$ cat config.mk
export PLATFORM = sky130hd
export DESIGN_NAME = sliding_window_maximum
export DESIGN_NICKNAME = d
export VERILOG_FILES = /design/src/hw/rtl/swm_pkg.sv /design/src/hw/rtl/swm_cell.sv /design/src/hw/rtl/sliding_window_maximum.sv
export VERILOG_INCLUDE_DIRS = /design/src /design/src/hw/rtl
export SDC_FILE = /design/constraint.sdc
export NUM_CORES = 2
export LEC_CHECK = 0
export BUFFER_PORTS_ARGS = -buffer_cell sky130_fd_sc_hd__buf_2
export CAP_MARGIN = 20
export CORE_MARGIN = 1
export CORE_UTILIZATION = 35
export CTS_CLUSTER_DIAMETER = 100
export CTS_CLUSTER_SIZE = 40
export DETAILED_ROUTE_END_ITERATION = 7
export PLACE_DENSITY = 0.57
export SYNTH_ARGS = -nofsm -noshare
export SYNTH_HDL_FRONTEND = slang
export SYNTH_SLANG_ARGS = --single-unit
export TNS_END_PERCENT = 30
$ cat constraint.sdc
create_clock -name clock -period 33.6 [get_ports clock]
set_input_delay 1.68 -clock clock [delete_from_list [all_inputs] [get_ports clock]]
set_output_delay 1.68 -clock clock [all_outputs]
set_load 0.02 [all_outputs]
$ cat src/hw/rtl/sliding_window_maximum_macros.svh
// Assertion macros for the sliding window maximum block.
`ifndef SLIDING_WINDOW_MAXIMUM_MACROS_SVH
`define SLIDING_WINDOW_MAXIMUM_MACROS_SVH

`ifndef SYNTHESIS

// Check an invariant at every clock edge outside reset.
`define SWM_ASSERT_ALWAYS(label, clk, rst, cond) \
   label: assert property (@(posedge clk) disable iff (rst) (cond)) \
      else $error("invariant violated");

// Check that a trigger is followed by an outcome in the next cycle.
`define SWM_ASSERT_NEXT(label, clk, rst, trig, outcome) \
   label: assert property (@(posedge clk) disable iff (rst) (trig) |=> (outcome)) \
      else $error("next-cycle check violated");

`else

`define SWM_ASSERT_ALWAYS(label, clk, rst, cond)
`define SWM_ASSERT_NEXT(label, clk, rst, trig, outcome)

`endif

`endif

$ cat src/hw/rtl/swm_pkg.sv
`timescale 1ns / 1ps
`default_nettype none

package swm_pkg;

   localparam int MAX_WINDOW_DEFAULT   = 64;
   localparam int SAMPLE_WIDTH_DEFAULT = 16;
   localparam int CSR_WIDTH            = 7;

   localparam logic [CSR_WIDTH-1:0] WINDOW_SIZE_RESET = CSR_WIDTH'(1);

endpackage

`default_nettype wire

$ cat src/hw/rtl/swm_cell.sv
`timescale 1ns / 1ps
`default_nettype none

// One stage of the running-max chain: holds the maximum of the last k+1 samples
// for its place k in the row.
module swm_cell
   import swm_pkg::*;
#(
   parameter int SAMPLE_WIDTH = SAMPLE_WIDTH_DEFAULT
) (
   input  wire logic                           clock,
   input  wire logic                           shift_en,
   input  wire logic signed [SAMPLE_WIDTH-1:0] sample,
   input  wire logic signed [SAMPLE_WIDTH-1:0] left_value,
   output logic signed [SAMPLE_WIDTH-1:0]      value,
   output logic signed [SAMPLE_WIDTH-1:0]      next_value
);

   logic signed [SAMPLE_WIDTH-1:0] value_ff;
   logic signed [SAMPLE_WIDTH-1:0] value_in;

   // max of the new sample and the neighbor's span one shorter
   always_comb begin
      value_in = (sample > left_value) ? sample : left_value;
   end

   always_ff @(posedge clock) begin
      if (shift_en) begin
         value_ff <= value_in;
      end
   end

   assign value      = value_ff;
   assign next_value = value_in;

endmodule

`default_nettype wire

$ cat src/hw/rtl/sliding_window_maximum.sv
// Running maximum over the last window_size signed samples. A row of
// MAX_WINDOW cells keeps, in cell k, the maximum of the last k+1 samples; each
// accepted item moves every cell's value one place along the row, merged with
// the new sample by one compare per cell. The block takes one item per clock
// while not stalled; its result, when the current sequence holds at least
// window_size samples, sits in the output register in the cycle after
// acceptance and stays there until taken. The input side stalls only while a
// result waits and rsp_ready is low. req_start_req begins a new sequence with
// its own sample. window_size of zero acts as one and values above MAX_WINDOW
// act as MAX_WINDOW; a new size applies from the next item on.
`timescale 1ns / 1ps
`default_nettype none

`include "sliding_window_maximum_macros.svh"

module sliding_window_maximum
   import swm_pkg::*;
#(
   parameter int MAX_WINDOW   = MAX_WINDOW_DEFAULT,
   parameter int SAMPLE_WIDTH = SAMPLE_WIDTH_DEFAULT
) (
   input  wire logic                           clock,
   input  wire logic                           reset,
   input  wire logic                           req_valid,
   output logic                                req_ready,
   input  wire logic signed [SAMPLE_WIDTH-1:0] req_sample,
   input  wire logic                           req_start_req,
   output logic                                rsp_valid,
   input  wire logic                           rsp_ready,
   output logic signed [SAMPLE_WIDTH-1:0]      rsp_window_max,
   input  wire logic                           csr_write_enable,
   input  wire logic [CSR_WIDTH-1:0]           csr_write_data
);

   localparam int WIN_W = $clog2(MAX_WINDOW + 1);
   localparam int IDX_W = (MAX_WINDOW > 1) ? $clog2(MAX_WINDOW) : 1;
   localparam logic signed [SAMPLE_WIDTH-1:0] SAMPLE_MIN =
      {1'b1, {(SAMPLE_WIDTH-1){1'b0}}};

   logic [CSR_WIDTH-1:0]           window_size_ff;
   logic [WIN_W-1:0]               filled_ff;
   logic [WIN_W-1:0]               filled_in;
   logic [WIN_W-1:0]               fill_base;
   logic [WIN_W-1:0]               win_eff;
   logic [IDX_W-1:0]               out_sel;
   logic                           rsp_valid_ff;
   logic signed [SAMPLE_WIDTH-1:0] rsp_window_max_ff;
   logic                           accept;
   logic                           give_result;

   logic signed [SAMPLE_WIDTH-1:0] cell_value [MAX_WINDOW];
   logic signed [SAMPLE_WIDTH-1:0] cell_next  [MAX_WINDOW];

   assign req_ready      = !rsp_valid_ff || rsp_ready;
   assign accept         = req_valid && req_ready;
   assign rsp_valid      = rsp_valid_ff;
   assign rsp_window_max = rsp_window_max_ff;

   // zero acts as one; clamp sizes beyond the row length
   always_comb begin
      if (window_size_ff == '0) begin
         win_eff = WIN_W'(1);
      end else if (32'(window_size_ff) > 32'(MAX_WINDOW)) begin
         win_eff = WIN_W'(MAX_WINDOW);
      end else begin
         win_eff = WIN_W'(window_size_ff);
      end
      out_sel = IDX_W'(win_eff - WIN_W'(1));
   end

   // samples in the current sequence, saturating at the window size
   always_comb begin
      fill_base = req_start_req ? '0 : filled_ff;
      if (fill_base > win_eff) begin
         fill_base = win_eff;
      end
      if (fill_base < win_eff) begin
         filled_in = fill_base + WIN_W'(1);
      end else begin
         filled_in = fill_base;
      end
      give_result = (filled_in == win_eff);
   end

   for (genvar k = 0; k < MAX_WINDOW; k++) begin : g_cell
      logic signed [SAMPLE_WIDTH-1:0] left_value;

      if (k == 0) begin : g_head
         assign left_value = SAMPLE_MIN;
      end else begin : g_body
         assign left_value = cell_value[k-1];
      end

      swm_cell #(
         .SAMPLE_WIDTH(SAMPLE_WIDTH)
      ) u_cell (
         .clock     (clock),
         .shift_en  (accept),
         .sample    (req_sample),
         .left_value(left_value),
         .value     (cell_value[k]),
         .next_value(cell_next[k])
      );
   end

   always_ff @(posedge clock) begin
      if (reset) begin
         window_size_ff <= WINDOW_SIZE_RESET;
         filled_ff      <= '0;
         rsp_valid_ff   <= 1'b0;
      end else begin
         if (csr_write_enable) begin
            window_size_ff <= csr_write_data;
         end
         if (accept) begin
            filled_ff    <= filled_in;
            rsp_valid_ff <= give_result;
         end else if (rsp_ready) begin
            rsp_valid_ff <= 1'b0;
         end
      end
   end

   // hold the result until taken
   always_ff @(posedge clock) begin
      if (accept && give_result) begin
         rsp_window_max_ff <= cell_next[out_sel];
      end
   end

   `SWM_ASSERT_ALWAYS(a_fill_bounded, clock, reset, 32'(filled_ff) <= MAX_WINDOW)
   `SWM_ASSERT_NEXT(a_start_restarts, clock, reset, accept && req_start_req && win_eff > WIN_W'(1), filled_ff == WIN_W'(1) && !rsp_valid)
   `SWM_ASSERT_NEXT(a_full_gives_result, clock, reset, accept && give_result, rsp_valid)
   `SWM_ASSERT_NEXT(a_head_cell_loads, clock, reset, accept, cell_value[0] == $past(req_sample))

endmodule

`default_nettype wire
Word level (Yosys, flattened, before mapping):

Index checks and enable logic that the tools add are counted.

* register bits: 1039
* word-level logic and storage cells: 219
* output and inout bits: 18
* bits of input ports: 29

* multiplexer cells: 74
* eq/ne operators: 1
* bitwise logic cells: 1
* magnitude comparators: 68
* add/sub/neg operators: 2
* reduce and logical (&&, ||, !) cells: 6

Operators by type and width (count)
* 2-to-1 mux 16 bit: 66
* greater-than comparator 16 bit: 63
* binary-select mux 16 bit (select 6 bit): 1
* 2-to-1 mux 7 bit: 5
* greater-than comparator 16 bit, second input constant: 1
* adder 7 x 1 -> 7 bit, second input constant: 1
* == test 7 bit: 1
* >= comparator 7 bit, second input constant: 1
* greater-than comparator 7 bit: 1
* greater-than comparator 7 bit, second input constant: 1
* zero test 7 bit: 1
* < comparator 7 bit: 1
* NOT 6 -> 7 bit: 1
* subtractor 6 x 1 -> 6 bit, second input constant: 1
* logical AND 1 bit: 2
* 2-to-1 mux 1 bit: 2
* nonzero test 2 bit: 1
* zero test 1 bit: 1
* logical OR 1 bit: 1

Longest topological paths before layout:

* depth in word-level cells: 9
* depth in mapped cells: 28

Cells and area by module:

From an unflattened synthesis, not the netlist that was laid out.

* cells, all modules: 6757
* area total of the unflattened synthesis: 85182.9 sq um

Modules (own cells, without submodules)
* swm_cell at g_cell[0].u_cell ...: cells an instance 94, times used 47, area an instance 1167.4 sq um, sequential area each 480.5 sq um
* swm_cell at g_cell[52].u_cell ...: cells an instance 95, times used 17, area an instance 1183.6 sq um, sequential area each 480.5 sq um
* sliding_window_maximum: cells an instance 724, times used 1, area an instance 10194.8 sq um, sequential area each 780.7 sq um

Worst setup path before layout:

OpenSTA, ideal clock, no wires.

* kind: input-to-reg
* start point: input rsp_ready
* end point: register g_cell[0].u_cell.value_ff[0] (enable)
* data arrival time: 20.411 ns
* required time: 25.834 ns
* setup time: 7.766 ns
* buffers on the path: 0
* stages: 3
* path slack: 5.423 ns
* cells stage by stage: nand2b_1 nand2_1 clkinv_1

* longest elaborated chain between the ends: 2

Ends and longest elaborated chain
* from (decl): line sliding_window_maximum.sv:29 `input wire logic rsp_ready,`
* logical OR 1 bit: line sliding_window_maximum.sv:54 `assign req_ready = !rsp_valid_ff || rsp_ready;`
* logical AND 1 bit: line sliding_window_maximum.sv:55 `assign accept = req_valid && req_ready;`
* named net accept: line sliding_window_maximum.sv:48 `logic accept;`
* to (signal assigned): line swm_cell.sv:29 `value_ff <= value_in;`
* to (decl): line swm_cell.sv:19 `logic signed [SAMPLE_WIDTH-1:0] value_ff;`

The timed path passes the listed nets, and every way through them passes these cells.
A chain may end at the register's enable or synchronous reset.

Worst setup path after layout:

* start point: input req_sample[13]
* end point: register rsp_window_max_ff[0], in the netlist rsp_window_max[0], data pin

* longest elaborated chain between the ends: 5
* elaborated cells on any way between the ends: 131
* classes of those cells: 64 x order compare; 67 x mux

Ends and longest elaborated chain
* from (decl): line sliding_window_maximum.sv:26 `input wire logic signed [SAMPLE_WIDTH-1:0] req_sample,`
* greater-than comparator 16 bit: line swm_cell.sv:24 `value_in = (sample > left_value) ? sample : left_value;`
* 2-to-1 mux 16 bit: line swm_cell.sv:24
* binary-select mux 16 bit (select 6 bit) *: line sliding_window_maximum.sv:127 `rsp_window_max_ff <= cell_next[out_sel];`
* 2-to-1 mux 16 bit (implied by the code) * (2 in a row): line sliding_window_maximum.sv:127
* to (signal assigned): line sliding_window_maximum.sv:127
* to (decl): line sliding_window_maximum.sv:47 `logic signed [SAMPLE_WIDTH-1:0] rsp_window_max_ff;`

Mark *: on every way between the ends. The rest lies on a longest branch, timed or not. The select of a mux whose other input is x is not followed.

==> run summary <==
- **result of the run** finished, violations left
- **failing checks** design-rule violations
- **slew margin rel.** 11.2%
- **cell count after synthesis** 9,181
- **CTS tree** built
- **fraction of the mapped netlist area in simple logic gates** 13.6%
- **Vias** 78,076
- **number of buffer and inverter instances along the worst setup path** 3
- **Die Y** 488 microns
- **global-route wire length before repair** 556,000 microns
- **final critical path time including I/O delays and setup** 7220 ps
- **setup repair after global routing missed its margin** no
- **sequential-to-total area share from yosys stat** 37.6%
- **initial cell density of the core** 35.4%
- **synth unique cells** 123
- **Synth area leader** sky130_fd_sc_hd__edfxtp_1
- **count of final setup violators** 0
- **Synth Area in Adders** 15.5%
- **gpl congestion** 1.01
- **Resized Gates After CTS** 0
- **post-route setup TNS** 0 ps
- **Post-DP HPWL** 286,000 microns
- **post-CTS clock slew at the launch and capture registers of the worst setup and hold paths** 110 ps
- **required time worst endpoint** 34,240 ps
- **Final Non-Filler Cells** 12,186
- **synthesized-area fraction occupied by xor and xnor cells** 0.198%
- **remaining number of nets flagged by the antenna check after routing** 0
- **most area-consuming cells after synthesis** sky130_fd_sc_hd__edfxtp_1, sky130_fd_sc_hd__ha_1, sky130_fd_sc_hd__o21ai_0
- **die extent in x** 488 microns
- **Leakage Power** 0.0369 uW
- **launch instance of the worst register-to-register path** window_size_ff[6]$_SDFFE_PP0P_
- **area share of the largest cell type after synthesis** 37.2%
- **cell with the largest stage delay on the worst path** sky130_fd_sc_hd__a31oi_1
- **total routed wirelength** 400,000 microns
- **critical path type** input port to flip-flop
- **cell depth of the worst hold path** 2
- **hold path endpoint** filled_ff[6]$_SDFFE_PP0P_
- **main combinational cell family by area after synthesis** compound AO/OA/AOI/OAI gates
- **Top FF cell, synth** sky130_fd_sc_hd__edfxtp_1
- **Detailed Route Iter0 Violations** 12,054
- **maximum operating frequency** 139 MHz
- **antenna violations before repair** 33
- **count of pins over their slew limit** 0
- **WL/cell** 32.9 microns
- **site row count** 177
- **cell area after placement** 86,700 sq um
- **Peak VDD IR** 0.0000532 V
- **R2R Setup Slk** 26,490 ps
- **count of input and output buffers** 46
- **Hold Crit Class** flip-flop to flip-flop
- **total power divided by cell area** 64.8 nW/um^2
- **Total Die Area** 238,000 sq um
- **max incr delay on CP** 900 ps
- **layout cells sized above 1** 6.71%
- **setup ws final** 26,380 ps
- **capturing element type of the critical path** flip-flop
- **Cell Chain, Critical Path** buf_6 -> buf_4 -> buf_4 -> ha_1 -> nand4_1 -> nor4_1 -> o21ai_1 -> a31oi_2 -> nor3_1 -> nor4_1 -> o21ai_0 -> a31oi_1 -> o211ai_1 -> o211ai_1
- **area of the core region** 234,000 sq um
- **post-synthesis register bit count** 1,039
- **number of buffers added by the clock tree synthesis step** 69
- **via count of the first global-routing pass** 73,095
- **relative area change from synthesis to final layout** 7.98%
- **Vias per Instance** 6.41
- **number of buffers on the longest clock path** 3
- **worst reg2reg endpoint** rsp_window_max[13]$_DFFE_PP_
- **worst-path maximum fanout** 35
- **DP Cell Count** 12,035
- **# Max-Cap Violations** 0
- **all-layer global routing usage** 32.7%
- **Num Clock Sinks** 1,039
- **multiplexer fraction of the synthesized cell area** 2.43%
- **ports placed on the boundary** 47
- **number of H-tree levels** 3
- **synth warn** 0
- **# DRC** 1
- **final hold violation count** 0
- **final worst path period share** 21.5%
- **total iterations of the first detailed-routing run** 8
- **slew of the pin with the lowest slew margin** 1320 ps
- **Worst setup SP type** input port
- **Cell Area, Synth** 82,600 sq um
- **Reg2Reg Depth** 16
- **number of flops mapped to enable cells by yosys** 1,024
- **maximum number of pins on one net before global-route repair** 174
- **maximum clock skew at final layout** 76.2 ps
- **Compound-Gate Fraction of Synth Area** 23.3%
- **CTS root buffer** sky130_fd_sc_hd__clkbuf_16
- **fraction of synthesis flops using an asynchronous set or reset pin** 0%
- **cell family contributing the most delay on the critical path** compound AO/OA/AOI/OAI gates
- **clock latency reported for the late side of the worst-skew pair** 820 ps
- **Setup Fix Bufs, Post-CTS** 0
- **number of hold buffers added after CTS** 0
- **net count of the mapped netlist** 10,233
- **cell area after layout** 89,200 sq um
- **origin of the worst min-delay path** filled_ff[6]$_SDFFE_PP0P_
- **net count of the finished layout** 10,034
- **arrival time of the worst setup path** 7860 ps
- **post-synthesis area per instance** 9.00 sq um
- **post-placement worst setup slack** 25,870 ps
- **total grt overflow** 0
[per-layer routing]
| layer | GRT usage [%] | wire (microns) | vias to the layer above |
|---|---|---|---|
| met5 | 0 | 183 | - |
| met4 | 18.4 | 26200 | 20 |
| met3 | 7.63 | 45900 | 1048 |
| met1 | 42.8 | 158000 | 37823 |
| met2 | 49.3 | 170000 | 5265 |
| li1 | - | - | 33920 |
[power by group]
| group | switching [uW] | internal, uW |
|---|---|---|
| clock | 593 | 431 |
| sequential | 235 | 1850 |
| combinational | 1880 | 800 |
| total | 2700 | 3080 |
[cell usage in the layout, fill, tap and decap left out, types with 97 or more instances in the layout]
cell type                  netlist  final
sky130_fd_sc_hd__a21oi_1       460    459
sky130_fd_sc_hd__o221ai_1      120    120
sky130_fd_sc_hd__ha_1         1023   1022
sky130_fd_sc_hd__a21o_1        105    104
sky130_fd_sc_hd__o21ai_1        97     97
sky130_fd_sc_hd__o211ai_1      147    147
sky130_fd_sc_hd__o21ai_0      1041   1040
sky130_fd_sc_hd__nand3_1       235    235
sky130_fd_sc_hd__nor2_1        320    302
sky130_fd_sc_hd__buf_4           9    214
sky130_fd_sc_hd__nand2_1      1081   1080
sky130_fd_sc_hd__mux2i_1       160    159
sky130_fd_sc_hd__nor3_1        114    113
sky130_fd_sc_hd__nand4_1       214    214
sky130_fd_sc_hd__edfxtp_1     1024   1024
sky130_fd_sc_hd__inv_1        1041   1030
[worst reg2reg max path: stages (launching register included)]
cell and delay, ps:
sky130_fd_sc_hd__dfxtp_1 490, sky130_fd_sc_hd__nor4_1 400, sky130_fd_sc_hd__a21o_4 560, sky130_fd_sc_hd__inv_8 320, sky130_fd_sc_hd__ha_4 320, sky130_fd_sc_hd__xnor2_4 190, sky130_fd_sc_hd__buf_12 470, sky130_fd_sc_hd__buf_4 770
sky130_fd_sc_hd__nand2_1 690, sky130_fd_sc_hd__buf_4 500, sky130_fd_sc_hd__nor2_2 450, sky130_fd_sc_hd__buf_4 290, sky130_fd_sc_hd__o21ai_0 120, sky130_fd_sc_hd__o21bai_1 250, sky130_fd_sc_hd__a41oi_1 580, sky130_fd_sc_hd__o211ai_1 370
sky130_fd_sc_hd__o211ai_1 190
[cells by family (layout without fill, tap and decap cells)]
family | after synthesis | in the layout
muxes | 195 | 195
AOI/OAI and AO/OA | 2951 | 2951
DFF | 1039 | 1039
buffers and inverters | 1592 | 1447
and+or+nand+nor | 2368 | 2368
other | 0 | 18
adders and majority gates | 1023 | 1023
xor gates and xnor gates | 13 | 13
[area by class of cell]
class	count	area, sq um
Fill cell	23395	144000
Multi-Input combinational cell	6550	45700
Sequential cell	1039	31000
Inverter	1049	3960
Tap cell	3132	3920
Timing Repair Buffer	273	2120
Clock buffer	74	1830
Clock inverter	51	611
Antenna cell	18	45.0
[flip-flops by register name, summed over array words and instances, names as in the netlist]
name                 cells
filled_ff                7
g_cell.u_cell.value   1008
rsp_valid                1
rsp_window_max          16
window_size_ff           7
[through the flow]
| stage | utilization [%] | hold slack [ps] | total power, uW |
|---|---|---|---|
| 2_1_floorplan | - | 426 | 3690 |
| 3_3_place_gp | 37.1 | 441 | 4620 |
| 3_5_place_dp | 37.1 | 442 | 4660 |
| 4_1_cts | 38.1 | 455 | 5670 |
| 5_1_grt | 38.2 | 493 | 6020 |
| 6_report | 38.2 | 454 | 5780 |
[worst max path at each step]
stage / from / to / depth (start not counted) / slack [ps]
CTS: req_sample[13] / rsp_window_max[0]$_DFFE_PP_ / 14 / 26690
detailed placement: req_sample[13] / rsp_window_max[0]$_DFFE_PP_ / 14 / 25870
finish: req_sample[13] / rsp_window_max[0]$_DFFE_PP_ / 14 / 26380
floorplan: rsp_ready / g_cell[0].u_cell.value[0]$_DFFE_PP_ / 3 / 5420
global route: req_sample[10] / rsp_window_max[15]$_DFFE_PP_ / 15 / 26290
global placement: req_sample[13] / rsp_window_max[1]$_DFFE_PP_ / 15 / 25300
[synth_stat cells (all sizes together), types with 121 or more instances]
library cell	number
mux2i	160
o221ai	121
buf	131
clkbuf	412
a21oi	460
o21ai	1139
nor2	324
nand4	217
nand3	236
o211ai	147
ha	1023
nand2	1081
inv	1042
edfxtp	1024
(Power assumes the default switching activity.)
